**config.mk**
```make
export PLATFORM = sky130hd
export DESIGN_NAME = route_table_age_evict_top
export DESIGN_NICKNAME = d
export VERILOG_FILES = /design/src/rtae_pkg.sv /design/src/rtae_ctrl.sv /design/src/rtae_dpath.sv /design/src/route_table_age_evict_top.sv
export SDC_FILE = /design/constraint.sdc
export NUM_CORES = 2
export LEC_CHECK = 0
export BUFFER_PORTS_ARGS = -buffer_cell sky130_fd_sc_hd__buf_4
export CAP_MARGIN = 20
export CORE_MARGIN = 4
export CORE_UTILIZATION = 34
export DETAILED_ROUTE_END_ITERATION = 10
export PLACE_DENSITY_LB_ADDON = 0.25
export RECOVER_POWER = 50
export SYNTH_ARGS = -nofsm -noshare
export SYNTH_HDL_FRONTEND = slang
export SYNTH_SLANG_ARGS = --single-unit
```
**constraint.sdc**
```tcl
create_clock -name i_clk -period 8.05 [get_ports i_clk]
set_clock_uncertainty 0.05 [all_clocks]
set_input_delay 1.61 -clock i_clk [delete_from_list [all_inputs] [get_ports i_clk]]
set_output_delay 1.61 -clock i_clk [all_outputs]
set_load 0.02 [all_outputs]
```
**src/rtae_pkg.sv**
```systemverilog
// Shared types for the route table with age based eviction.
// Holds the operation codes and the controller/datapath handshake structs.
// No dependencies.
package rtae_pkg;

    typedef enum logic [1:0] {
        OP_LOOKUP = 2'd0,
        OP_ADD    = 2'd1,
        OP_REMOVE = 2'd2,
        OP_EXPIRE = 2'd3
    } t_op;

    // Commands from the controller to the datapath.
    typedef struct packed {
        logic start;   // latch a new operation and reset the scan trackers
        logic issue;   // read the entry at the scan index
        logic commit;  // apply the table update and present the result
    } t_cmd;

    // Status from the datapath to the controller.
    typedef struct packed {
        logic issue_last;  // the scan index points at the last slot
    } t_stat;

endpackage

```
**src/rtae_ctrl.sv**
```systemverilog
// Controller state machine for the route table: accept, scan, drain, commit.
// Depends on rtae_pkg for the command and status structs.
module rtae_ctrl (
    input  logic          i_clk,
    input  logic          i_rst_n,
    input  logic          i_start,
    output logic          o_busy,
    input  rtae_pkg::t_stat i_stat,
    output rtae_pkg::t_cmd  o_cmd
);

    typedef enum logic [1:0] {
        S_IDLE,
        S_SCAN,
        S_DRAIN,
        S_DONE
    } t_state;

    t_state r_state;
    logic   r_busy;

    always_comb begin
        o_cmd.start  = i_start && !r_busy;
        o_cmd.issue  = (r_state == S_SCAN);
        o_cmd.commit = (r_state == S_DONE);
    end

    assign o_busy = r_busy;

    always_ff @(posedge i_clk) begin
        if (!i_rst_n) begin
            r_state <= S_IDLE;
            r_busy  <= 1'b0;
        end else begin
            unique case (r_state)
                S_IDLE, S_DONE: begin
                    if (i_start) begin
                        r_state <= S_SCAN;
                        r_busy  <= 1'b1;
                    end else begin
                        r_state <= S_IDLE;
                        r_busy  <= 1'b0;
                    end
                end
                S_SCAN: begin
                    if (i_stat.issue_last) begin
                        r_state <= S_DRAIN;
                    end
                end
                S_DRAIN: begin
                    // The last entry is evaluated in this cycle.
                    r_state <= S_DONE;
                    r_busy  <= 1'b0;
                end
                default: begin
                    r_state <= S_IDLE;
                    r_busy  <= 1'b0;
                end
            endcase
        end
    end

    a_busy_state: assert property (@(posedge i_clk) disable iff (!i_rst_n)
        r_busy == (r_state == S_SCAN || r_state == S_DRAIN))
        else $error("busy disagrees with controller state");

    a_start_scan: assert property (@(posedge i_clk) disable iff (!i_rst_n)
        o_cmd.start |=> r_state == S_SCAN)
        else $error("accepted operation did not enter the scan");

endmodule

```
**src/rtae_dpath.sv**
```systemverilog
// Datapath for the route table: entry memory, valid bits, scan stage and result registers.
// Depends on rtae_pkg for operation codes and the controller command/status structs.
module rtae_dpath #(
    parameter int ROUTE_ENTRIES = 32,
    parameter int ADDR_BITS     = 16
) (
    input  logic            i_clk,
    input  logic            i_rst_n,
    input  rtae_pkg::t_cmd  i_cmd,
    output rtae_pkg::t_stat o_stat,
    input  logic [1:0]      i_op,
    input  logic [15:0]     i_dest_addr,
    input  logic [15:0]     i_hop_addr,
    input  logic [15:0]     i_link_cost,
    input  logic [7:0]      i_hop_count,
    input  logic [31:0]     i_time_now,
    input  logic            i_cfg_valid,
    output logic            o_cfg_ready,
    input  logic [31:0]     i_cfg_data,
    output logic            o_done,
    output logic            o_hit,
    output logic [15:0]     o_found_next_hop,
    output logic [15:0]     o_found_cost,
    output logic [7:0]      o_found_hops,
    output logic [4:0]      o_slot_index,
    output logic [5:0]      o_removed_count,
    output logic [5:0]      o_entry_count
);

    localparam int IW = (ROUTE_ENTRIES > 1) ? $clog2(ROUTE_ENTRIES) : 1;
    localparam int CW = $clog2(ROUTE_ENTRIES + 1);
    localparam logic [31:0] TIMEOUT_RESET = 32'd300000;

    typedef logic [ADDR_BITS-1:0] t_addr;
    typedef logic [IW-1:0]        t_idx;
    typedef logic [CW-1:0]        t_cnt;

    typedef struct packed {
        t_addr       dest;
        t_addr       via;
        logic [15:0] cost;
        logic [7:0]  hops;
        logic [31:0] stamp;
    } t_entry;

    // Entry memory: one write port at commit, one registered read port for the scan.
    t_entry r_mem [ROUTE_ENTRIES];
    t_entry r_q;

    logic [ROUTE_ENTRIES-1:0] r_valid;
    logic [31:0]  r_timeout;
    t_cnt         r_live;

    // Latched operation.
    rtae_pkg::t_op r_op;
    t_addr        r_dst;
    t_addr        r_nh;
    logic [15:0]  r_cost;
    logic [7:0]   r_hops;
    logic [31:0]  r_now;

    // Scan pipeline and trackers.
    t_idx         r_idx;
    t_idx         r_q_idx;
    logic         r_q_ok;
    logic         r_found;
    logic         r_hit;
    t_idx         r_slot;
    logic         r_have_free;
    t_idx         r_free;
    t_idx         r_old;
    logic [31:0]  r_max_age;
    t_cnt         r_drop;
    t_addr        r_f_nh;
    logic [15:0]  r_f_cost;
    logic [7:0]   r_f_hops;

    // Result registers.
    logic         r_done;
    logic         r_o_hit;
    logic [15:0]  r_o_nh;
    logic [15:0]  r_o_cost;
    logic [7:0]   r_o_hops;
    logic [4:0]   r_o_slot;
    logic [5:0]   r_o_removed;
    logic [5:0]   r_o_count;

    logic         n_v;
    logic         n_dest_match;
    logic         n_hop_match;
    logic [31:0]  n_age;
    logic         n_aged;
    t_idx         n_wslot;
    t_cnt         n_live;
    t_entry       n_word;

    assign o_stat.issue_last = (r_idx == t_idx'(ROUTE_ENTRIES - 1));
    assign o_cfg_ready       = 1'b1;

    always_comb begin
        n_v          = r_valid[r_q_idx];
        n_dest_match = (r_q.dest == r_dst);
        n_hop_match  = (r_q.via == r_nh);
        n_age        = r_now - r_q.stamp;
        n_aged       = (n_age > r_timeout);

        if (r_found) begin
            n_wslot = r_slot;
        end else if (r_have_free) begin
            n_wslot = r_free;
        end else begin
            n_wslot = r_old;
        end

        // Floor at zero when removing entries from the live count.
        n_live = (r_drop > r_live) ? '0 : (r_live - r_drop);
        if (r_op == rtae_pkg::OP_ADD && !r_found && r_have_free) begin
            n_live = n_live + t_cnt'(1);
        end

        n_word.dest  = r_dst;
        n_word.via   = r_nh;
        n_word.cost  = r_cost;
        n_word.hops  = r_hops;
        n_word.stamp = r_now;
    end

    always_ff @(posedge i_clk) begin
        if (i_cmd.issue) begin
            r_q <= r_mem[r_idx];
        end
        if (i_cmd.commit && r_op == rtae_pkg::OP_ADD) begin
            r_mem[n_wslot] <= n_word;
        end
    end

    // Payload registers, no reset needed.
    always_ff @(posedge i_clk) begin
        if (i_cmd.start) begin
            r_op   <= rtae_pkg::t_op'(i_op);
            r_dst  <= t_addr'(i_dest_addr);
            r_nh   <= t_addr'(i_hop_addr);
            r_cost <= i_link_cost;
            r_hops <= i_hop_count;
            r_now  <= i_time_now;
        end
        if (i_cmd.issue) begin
            r_q_idx <= r_idx;
        end
        if (r_q_ok && r_op == rtae_pkg::OP_LOOKUP && !r_found && n_v && n_dest_match) begin
            r_f_nh   <= r_q.via;
            r_f_cost <= r_q.cost;
            r_f_hops <= r_q.hops;
        end
        if (i_cmd.commit) begin
            unique case (r_op)
                rtae_pkg::OP_LOOKUP: begin
                    r_o_hit     <= r_hit;
                    r_o_nh      <= r_hit ? 16'(r_f_nh) : '0;
                    r_o_cost    <= r_hit ? r_f_cost : '0;
                    r_o_hops    <= r_hit ? r_f_hops : '0;
                    r_o_slot    <= r_hit ? 5'(r_slot) : '0;
                    r_o_removed <= '0;
                end
                rtae_pkg::OP_ADD: begin
                    r_o_hit     <= 1'b1;
                    r_o_nh      <= 16'(r_nh);
                    r_o_cost    <= r_cost;
                    r_o_hops    <= r_hops;
                    r_o_slot    <= 5'(n_wslot);
                    r_o_removed <= '0;
                end
                rtae_pkg::OP_REMOVE, rtae_pkg::OP_EXPIRE: begin
                    r_o_hit     <= 1'b0;
                    r_o_nh      <= '0;
                    r_o_cost    <= '0;
                    r_o_hops    <= '0;
                    r_o_slot    <= '0;
                    r_o_removed <= 6'(r_drop);
                end
                default: begin
                    r_o_hit     <= 1'b0;
                    r_o_nh      <= '0;
                    r_o_cost    <= '0;
                    r_o_hops    <= '0;
                    r_o_slot    <= '0;
                    r_o_removed <= '0;
                end
            endcase
            r_o_count <= 6'(n_live);
        end
    end

    // Control state: valid bits, live count, scan trackers and the result strobe.
    always_ff @(posedge i_clk) begin
        if (!i_rst_n) begin
            r_valid     <= '0;
            r_live      <= '0;
            r_timeout   <= TIMEOUT_RESET;
            r_idx       <= '0;
            r_q_ok      <= 1'b0;
            r_found     <= 1'b0;
            r_hit       <= 1'b0;
            r_slot      <= '0;
            r_have_free <= 1'b0;
            r_free      <= '0;
            r_old       <= '0;
            r_max_age   <= '0;
            r_drop      <= '0;
            r_done      <= 1'b0;
        end else begin
            if (i_cfg_valid) begin
                r_timeout <= i_cfg_data;
            end

            r_q_ok <= i_cmd.issue;
            r_done <= i_cmd.commit;

            if (i_cmd.issue) begin
                r_idx <= r_idx + t_idx'(1);
            end

            if (r_q_ok) begin
                unique case (r_op)
                    rtae_pkg::OP_LOOKUP: begin
                        // Only the first valid match counts; an aged one is dropped.
                        if (!r_found && n_v && n_dest_match) begin
                            r_found <= 1'b1;
                            if (n_aged) begin
                                r_valid[r_q_idx] <= 1'b0;
                                r_drop           <= r_drop + t_cnt'(1);
                            end else begin
                                r_hit  <= 1'b1;
                                r_slot <= r_q_idx;
                            end
                        end
                    end
                    rtae_pkg::OP_ADD: begin
                        if (!r_found && n_v && n_dest_match) begin
                            r_found <= 1'b1;
                            r_slot  <= r_q_idx;
                        end
                        if (!n_v && !r_have_free) begin
                            r_have_free <= 1'b1;
                            r_free      <= r_q_idx;
                        end
                        // Ties go to the later slot.
                        if (n_v && n_age >= r_max_age) begin
                            r_max_age <= n_age;
                            r_old     <= r_q_idx;
                        end
                    end
                    rtae_pkg::OP_REMOVE: begin
                        if (n_v && n_hop_match) begin
                            r_valid[r_q_idx] <= 1'b0;
                            r_drop           <= r_drop + t_cnt'(1);
                        end
                    end
                    rtae_pkg::OP_EXPIRE: begin
                        if (n_v && n_aged) begin
                            r_valid[r_q_idx] <= 1'b0;
                            r_drop           <= r_drop + t_cnt'(1);
                        end
                    end
                    default: begin
                    end
                endcase
            end

            if (i_cmd.commit) begin
                r_live <= n_live;
                if (r_op == rtae_pkg::OP_ADD) begin
                    r_valid[n_wslot] <= 1'b1;
                end
            end

            // A new operation may start in the commit cycle; trackers restart.
            if (i_cmd.start) begin
                r_idx       <= '0;
                r_found     <= 1'b0;
                r_hit       <= 1'b0;
                r_slot      <= '0;
                r_have_free <= 1'b0;
                r_free      <= '0;
                r_old       <= '0;
                r_max_age   <= '0;
                r_drop      <= '0;
            end
        end
    end

    assign o_done           = r_done;
    assign o_hit            = r_o_hit;
    assign o_found_next_hop = r_o_nh;
    assign o_found_cost     = r_o_cost;
    assign o_found_hops     = r_o_hops;
    assign o_slot_index     = r_o_slot;
    assign o_removed_count  = r_o_removed;
    assign o_entry_count    = r_o_count;

    a_done_pulse: assert property (@(posedge i_clk) disable iff (!i_rst_n)
        r_done |=> !r_done)
        else $error("result strobe held for more than one cycle");

    a_live_bound: assert property (@(posedge i_clk) disable iff (!i_rst_n)
        r_live <= t_cnt'(ROUTE_ENTRIES))
        else $error("live count exceeds table size");

    a_no_eval_at_commit: assert property (@(posedge i_clk) disable iff (!i_rst_n)
        i_cmd.commit |-> !r_q_ok)
        else $error("scan stage still active during commit");

endmodule

```
**src/route_table_age_evict_top.sv**
```systemverilog
// Top level of the route table with age based eviction.
// Instantiates rtae_ctrl and rtae_dpath; depends on rtae_pkg.
//
// Every operation scans all ROUTE_ENTRIES slots through the single registered read port of
// the entry memory, one slot per cycle. After the accept the controller scans, drains and
// commits, and o_done is registered from the commit. A new operation is accepted only once
// the scan and drain are through; the result port cannot be stalled.
// Synchronous active-low reset clears all valid marks, the live count and the controller,
// and loads the route timeout with 300000; entry contents are left unset.
module route_table_age_evict_top #(
    parameter int ROUTE_ENTRIES = 32,
    parameter int ADDR_BITS     = 16
) (
    input  logic        i_clk,
    input  logic        i_rst_n,
    // Command channel: a beat is taken when i_start is high and o_busy is low.
    input  logic        i_start,
    output logic        o_busy,
    input  logic [1:0]  i_op,
    input  logic [15:0] i_dest_addr,
    input  logic [15:0] i_hop_addr,
    input  logic [15:0] i_link_cost,
    input  logic [7:0]  i_hop_count,
    input  logic [31:0] i_time_now,
    // Configuration channel for the route timeout.
    input  logic        i_cfg_valid,
    output logic        o_cfg_ready,
    input  logic [31:0] i_cfg_data,
    // Result beat, valid for exactly one cycle while o_done is high.
    output logic        o_done,
    output logic        o_hit,
    output logic [15:0] o_found_next_hop,
    output logic [15:0] o_found_cost,
    output logic [7:0]  o_found_hops,
    output logic [4:0]  o_slot_index,
    output logic [5:0]  o_removed_count,
    output logic [5:0]  o_entry_count
);

    rtae_pkg::t_cmd  w_cmd;
    rtae_pkg::t_stat w_stat;

    // The controller sequences accept, scan, drain and commit.
    rtae_ctrl u_ctrl (
        .i_clk   (i_clk),
        .i_rst_n (i_rst_n),
        .i_start (i_start),
        .o_busy  (o_busy),
        .i_stat  (w_stat),
        .o_cmd   (w_cmd)
    );

    // The datapath holds the table and evaluates one slot per cycle during the scan.
    rtae_dpath #(
        .ROUTE_ENTRIES (ROUTE_ENTRIES),
        .ADDR_BITS     (ADDR_BITS)
    ) u_dpath (
        .i_clk            (i_clk),
        .i_rst_n          (i_rst_n),
        .i_cmd            (w_cmd),
        .o_stat           (w_stat),
        .i_op             (i_op),
        .i_dest_addr      (i_dest_addr),
        .i_hop_addr       (i_hop_addr),
        .i_link_cost      (i_link_cost),
        .i_hop_count      (i_hop_count),
        .i_time_now       (i_time_now),
        .i_cfg_valid      (i_cfg_valid),
        .o_cfg_ready      (o_cfg_ready),
        .i_cfg_data       (i_cfg_data),
        .o_done           (o_done),
        .o_hit            (o_hit),
        .o_found_next_hop (o_found_next_hop),
        .o_found_cost     (o_found_cost),
        .o_found_hops     (o_found_hops),
        .o_slot_index     (o_slot_index),
        .o_removed_count  (o_removed_count),
        .o_entry_count    (o_entry_count)
    );

endmodule

```
==> impl_metrics.tcl <==
set metrics [dict create \
    grt_start_max_net_pins 114 \
    final-seq-area_um2 95730 \
    htree_levels 5 \
    detailed_place_hpwl_mm 172.1 \
    drcViolationCount 0 \
    drt_wl_total_mm 344.6 \
    wl_per_cell_um 30.89 \
    final_area_um2 143700 \
    cap_violations 14 \
    synthAdderAreaFrac_pct 1.121 \
    synthXorXnorAreaFrac_pct 0.5156 \
    relSlewSlack_pct -419.0 \
    fin_crit_sh_pct 94.92 \
    worstRegToRegCells 1 \
    clk_pin_slew_worst_paths_ps 60 \
    slowest_stage "clkbuf_1" \
    die-area_um2 378000 \
    yosysSeqAreaShare_pct 76.45 \
    synth-compound-area-share_pct 1.983 \
    cts_hold_buffers 0 \
    place_area_um2 133500 \
    ant_nets 0 \
    synth_simple_gate_area_share_pct 1.525 \
    core_um2 366100 \
    cts_setup_buffers 0 \
    setup_violations 0 \
    hp-start "u_dpath.r_q[42]" \
    rsz0062_at_grt "no" \
    drt_iter0_drc 6570 \
    cts_root_buffer "clkbuf_16" \
    highest_layer "met5" \
    synth_flop_cell "edfxtp_1" \
    tightestPinTransition_ps 7785 \
    worstPathCellList "clkbuf_1" \
    synth.top_cells.by_area "edfxtp_1 (74%), mux4_2 (16%), dfxtp_1 (2.2%)" \
    route.met2.wl_mm 168.5 \
    vias 59990 \
    overflow 0 \
    path_max_fanout 66 \
    violations "max-capacitance violations, max-slew violations" \
    die_h_um 614.9 \
    ir_worst_vdd_v 0.0002213 \
    start_kind "flip-flop" \
    slew_violations 555 \
    multiInputGateArea_um2 28120 \
    avgSynthCellArea_um2 22.22 \
    syn_nets 5871 \
    synth_area_um2 125200 \
    criticalPathCategory "reg2reg" \
    cts_buffers 339 \
    switching_share_pct 23.82 \
    cts.path.max_buffers 4 \
    timing.fmax_mhz 130.9 \
    pwr-share-comb_pct 11.1 \
    critPathTopFamily "buffers and inverters" \
    antenna_found_initial 28 \
    drive_gt1_share_pct 27.33 \
    drt-met1-wl_mm 149.3 \
    leakage_nw 43.70 \
    min_period_ps 7641 \
    clock-sinks 3233 \
    hp-class "reg2reg" \
    grt_use_total_pct 17.81 \
    required_ps 7550 \
    yosys_warnings 0 \
    cp.depth 1 \
    area_delta_synth_final_pct 14.74 \
    grt_pass1_vias 61650 \
    power.internal_w 0.02946 \
    synth_cell_types 72 \
    switchingPower_w 0.009215 \
    outcome "finished with violations" \
    drtPass1Iterations 5 \
    yosysTopAreaCellShare_pct 74.27 \
    ioPinCount 187 \
    start_util_pct 34.20 \
    cts_resized 0 \
    clock_latency_ps 920 \
    port_buffers 185 \
    endpoint_kind "flip-flop" \
    hold_path_depth 0 \
    tns_ps 0 \
    timing.rr.start "u_dpath.r_idx[4]" \
    detail_route.vias_per_cell 5.377 \
    power_frac_seq_pct 50.2 \
    hold_violations 0 \
    gp_congestion 0.7728 \
    powerDensity_nw_per_um2 269.2 \
    rows 222 \
    wl_met3_mm 18.89 \
    arrival_ps 7140 \
    die_w_um 614.9 \
    synth_top_family_by_area "multiplexers" \
    tritoncts "yes" \
    grt_pass1_wl_mm 484.2 \
    yosysTopAreaCell "edfxtp_1" \
    cp-startpoint "u_dpath.r_idx[4]" \
    n_fill_cell 32450 \
    cp_num_buf_inv 1 \
    clkPwrFrac_pct 38.8 \
    final_net_count 6299 \
    ys_seq_elements 3233 \
    synthCells 5634 \
    synthArstFlopShare_pct 0 \
    critPathMaxStageDelay_ps 5400 \
    synth.mux.area_fraction_pct 17.10 \
    synth-edff-count 3097 \
]
cell families (layout without fill, tap and decap cells):
logic type,after synthesis,count (layout)
other,1,7
muxes,1028,1028
AOI/OAI and AO/OA,377,377
buffers and inverters,411,1111
and+or+nand+nor,401,401
DFF,3233,3233
xor gates and xnor gates,72,72
adders and majority gates,111,111
cell usage in the layout, fill, tap and decap left out, types with 100 or more instances in the layout:
cell type,instances
dfxtp_1,135
a21oi_1,100
nand2_1,111
buf_4,186
clkbuf_1,193
mux4_2,880
inv_1,137
ha_1,109
clkbuf_16,347
edfxtp_1,3097
cells in the mapped netlist, types with 9 or more instances:
| cell type | count |
|---|---|
| a21o_1 | 41 |
| a21oi_1 | 100 |
| a22o_1 | 40 |
| a31oi_1 | 20 |
| and2_1 | 12 |
| and3_1 | 9 |
| buf_1 | 24 |
| buf_2 | 45 |
| clkbuf_1 | 197 |
| dfxtp_1 | 136 |
| edfxtp_1 | 3097 |
| ha_1 | 109 |
| inv_1 | 138 |
| mux2_2 | 89 |
| mux2i_1 | 59 |
| mux4_2 | 880 |
| nand2_1 | 112 |
| nand2b_1 | 14 |
| nand3_1 | 25 |
| nand4_1 | 18 |
| nor2_1 | 118 |
| nor2b_1 | 40 |
| nor3_1 | 18 |
| o211ai_1 | 12 |
| o21a_1 | 11 |
| o21ai_0 | 89 |
| xnor2_1 | 29 |
| xor2_1 | 42 |
layer usage:
metal  up-vias  GRT usage (%)
met4        18          4.049
met5         -              0
met1     32910          25.11
li1      24530              -
met3       466          2.484
met2      2065          29.44
path summary, 6_finish.rpt:
| check | to | slack [ps] |
|---|---|---|
| max reg2reg | u_dpath.r_q_idx[4] | 410 |
| min | u_dpath.r_f_cost[2] | 370 |
| min reg2reg | u_dpath.r_f_cost[2] | 370 |
| max | u_dpath.r_q_idx[4] | 410 |
per-stage QoR:
stage | setup WS [ps] | std cells | power (W) | utilization (%) | hold slack (ps)
CTS | 1016 | 11140 | 0.03912 | 39.33 | 365.9
global route | 410.9 | 11150 | 0.04020 | 39.24 | 386.6
floorplan | 931.6 | 5634 | 0.02265 | - | 350.3
detailed placement | 1044 | 10530 | 0.02410 | 36.46 | 357.0
global placement | 1251 | 10520 | 0.02402 | 36.43 | 351.6
finish | 409.3 | 11160 | 0.03868 | 39.24 | 367.8
sequential cells by signal, summed over array words and instances, names as in the netlist, 32 cells and up:
register / cells
u_dpath.r_max_age: 32
u_dpath.r_valid: 32
u_dpath.r_timeout: 32
u_dpath.r_mem: 2816
u_dpath.r_now: 32
u_dpath.r_q: 88
power by group through the flow:
stage          combinational, W  clock, W  sequential [W]
2_1_floorplan           0.00295         0          0.0197
3_3_place_gp            0.00425         0          0.0198
3_5_place_dp            0.00431         0          0.0198
4_1_cts                 0.00433    0.0154          0.0194
5_1_grt                 0.00467    0.0161          0.0194
6_report                0.00428    0.0150          0.0194
layout make-up:
class	instances	area share (%)
Sequential cell	3233	66.63
Multi-Input combinational cell	1990	19.58
Clock buffer	444	6.333
Tap cell	4816	4.194
Timing Repair Buffer	359	1.913
Clock inverter	169	0.9711
Inverter	139	0.3701
Antenna cell	6	0.01045
Power figures use the tool's default switching activity.
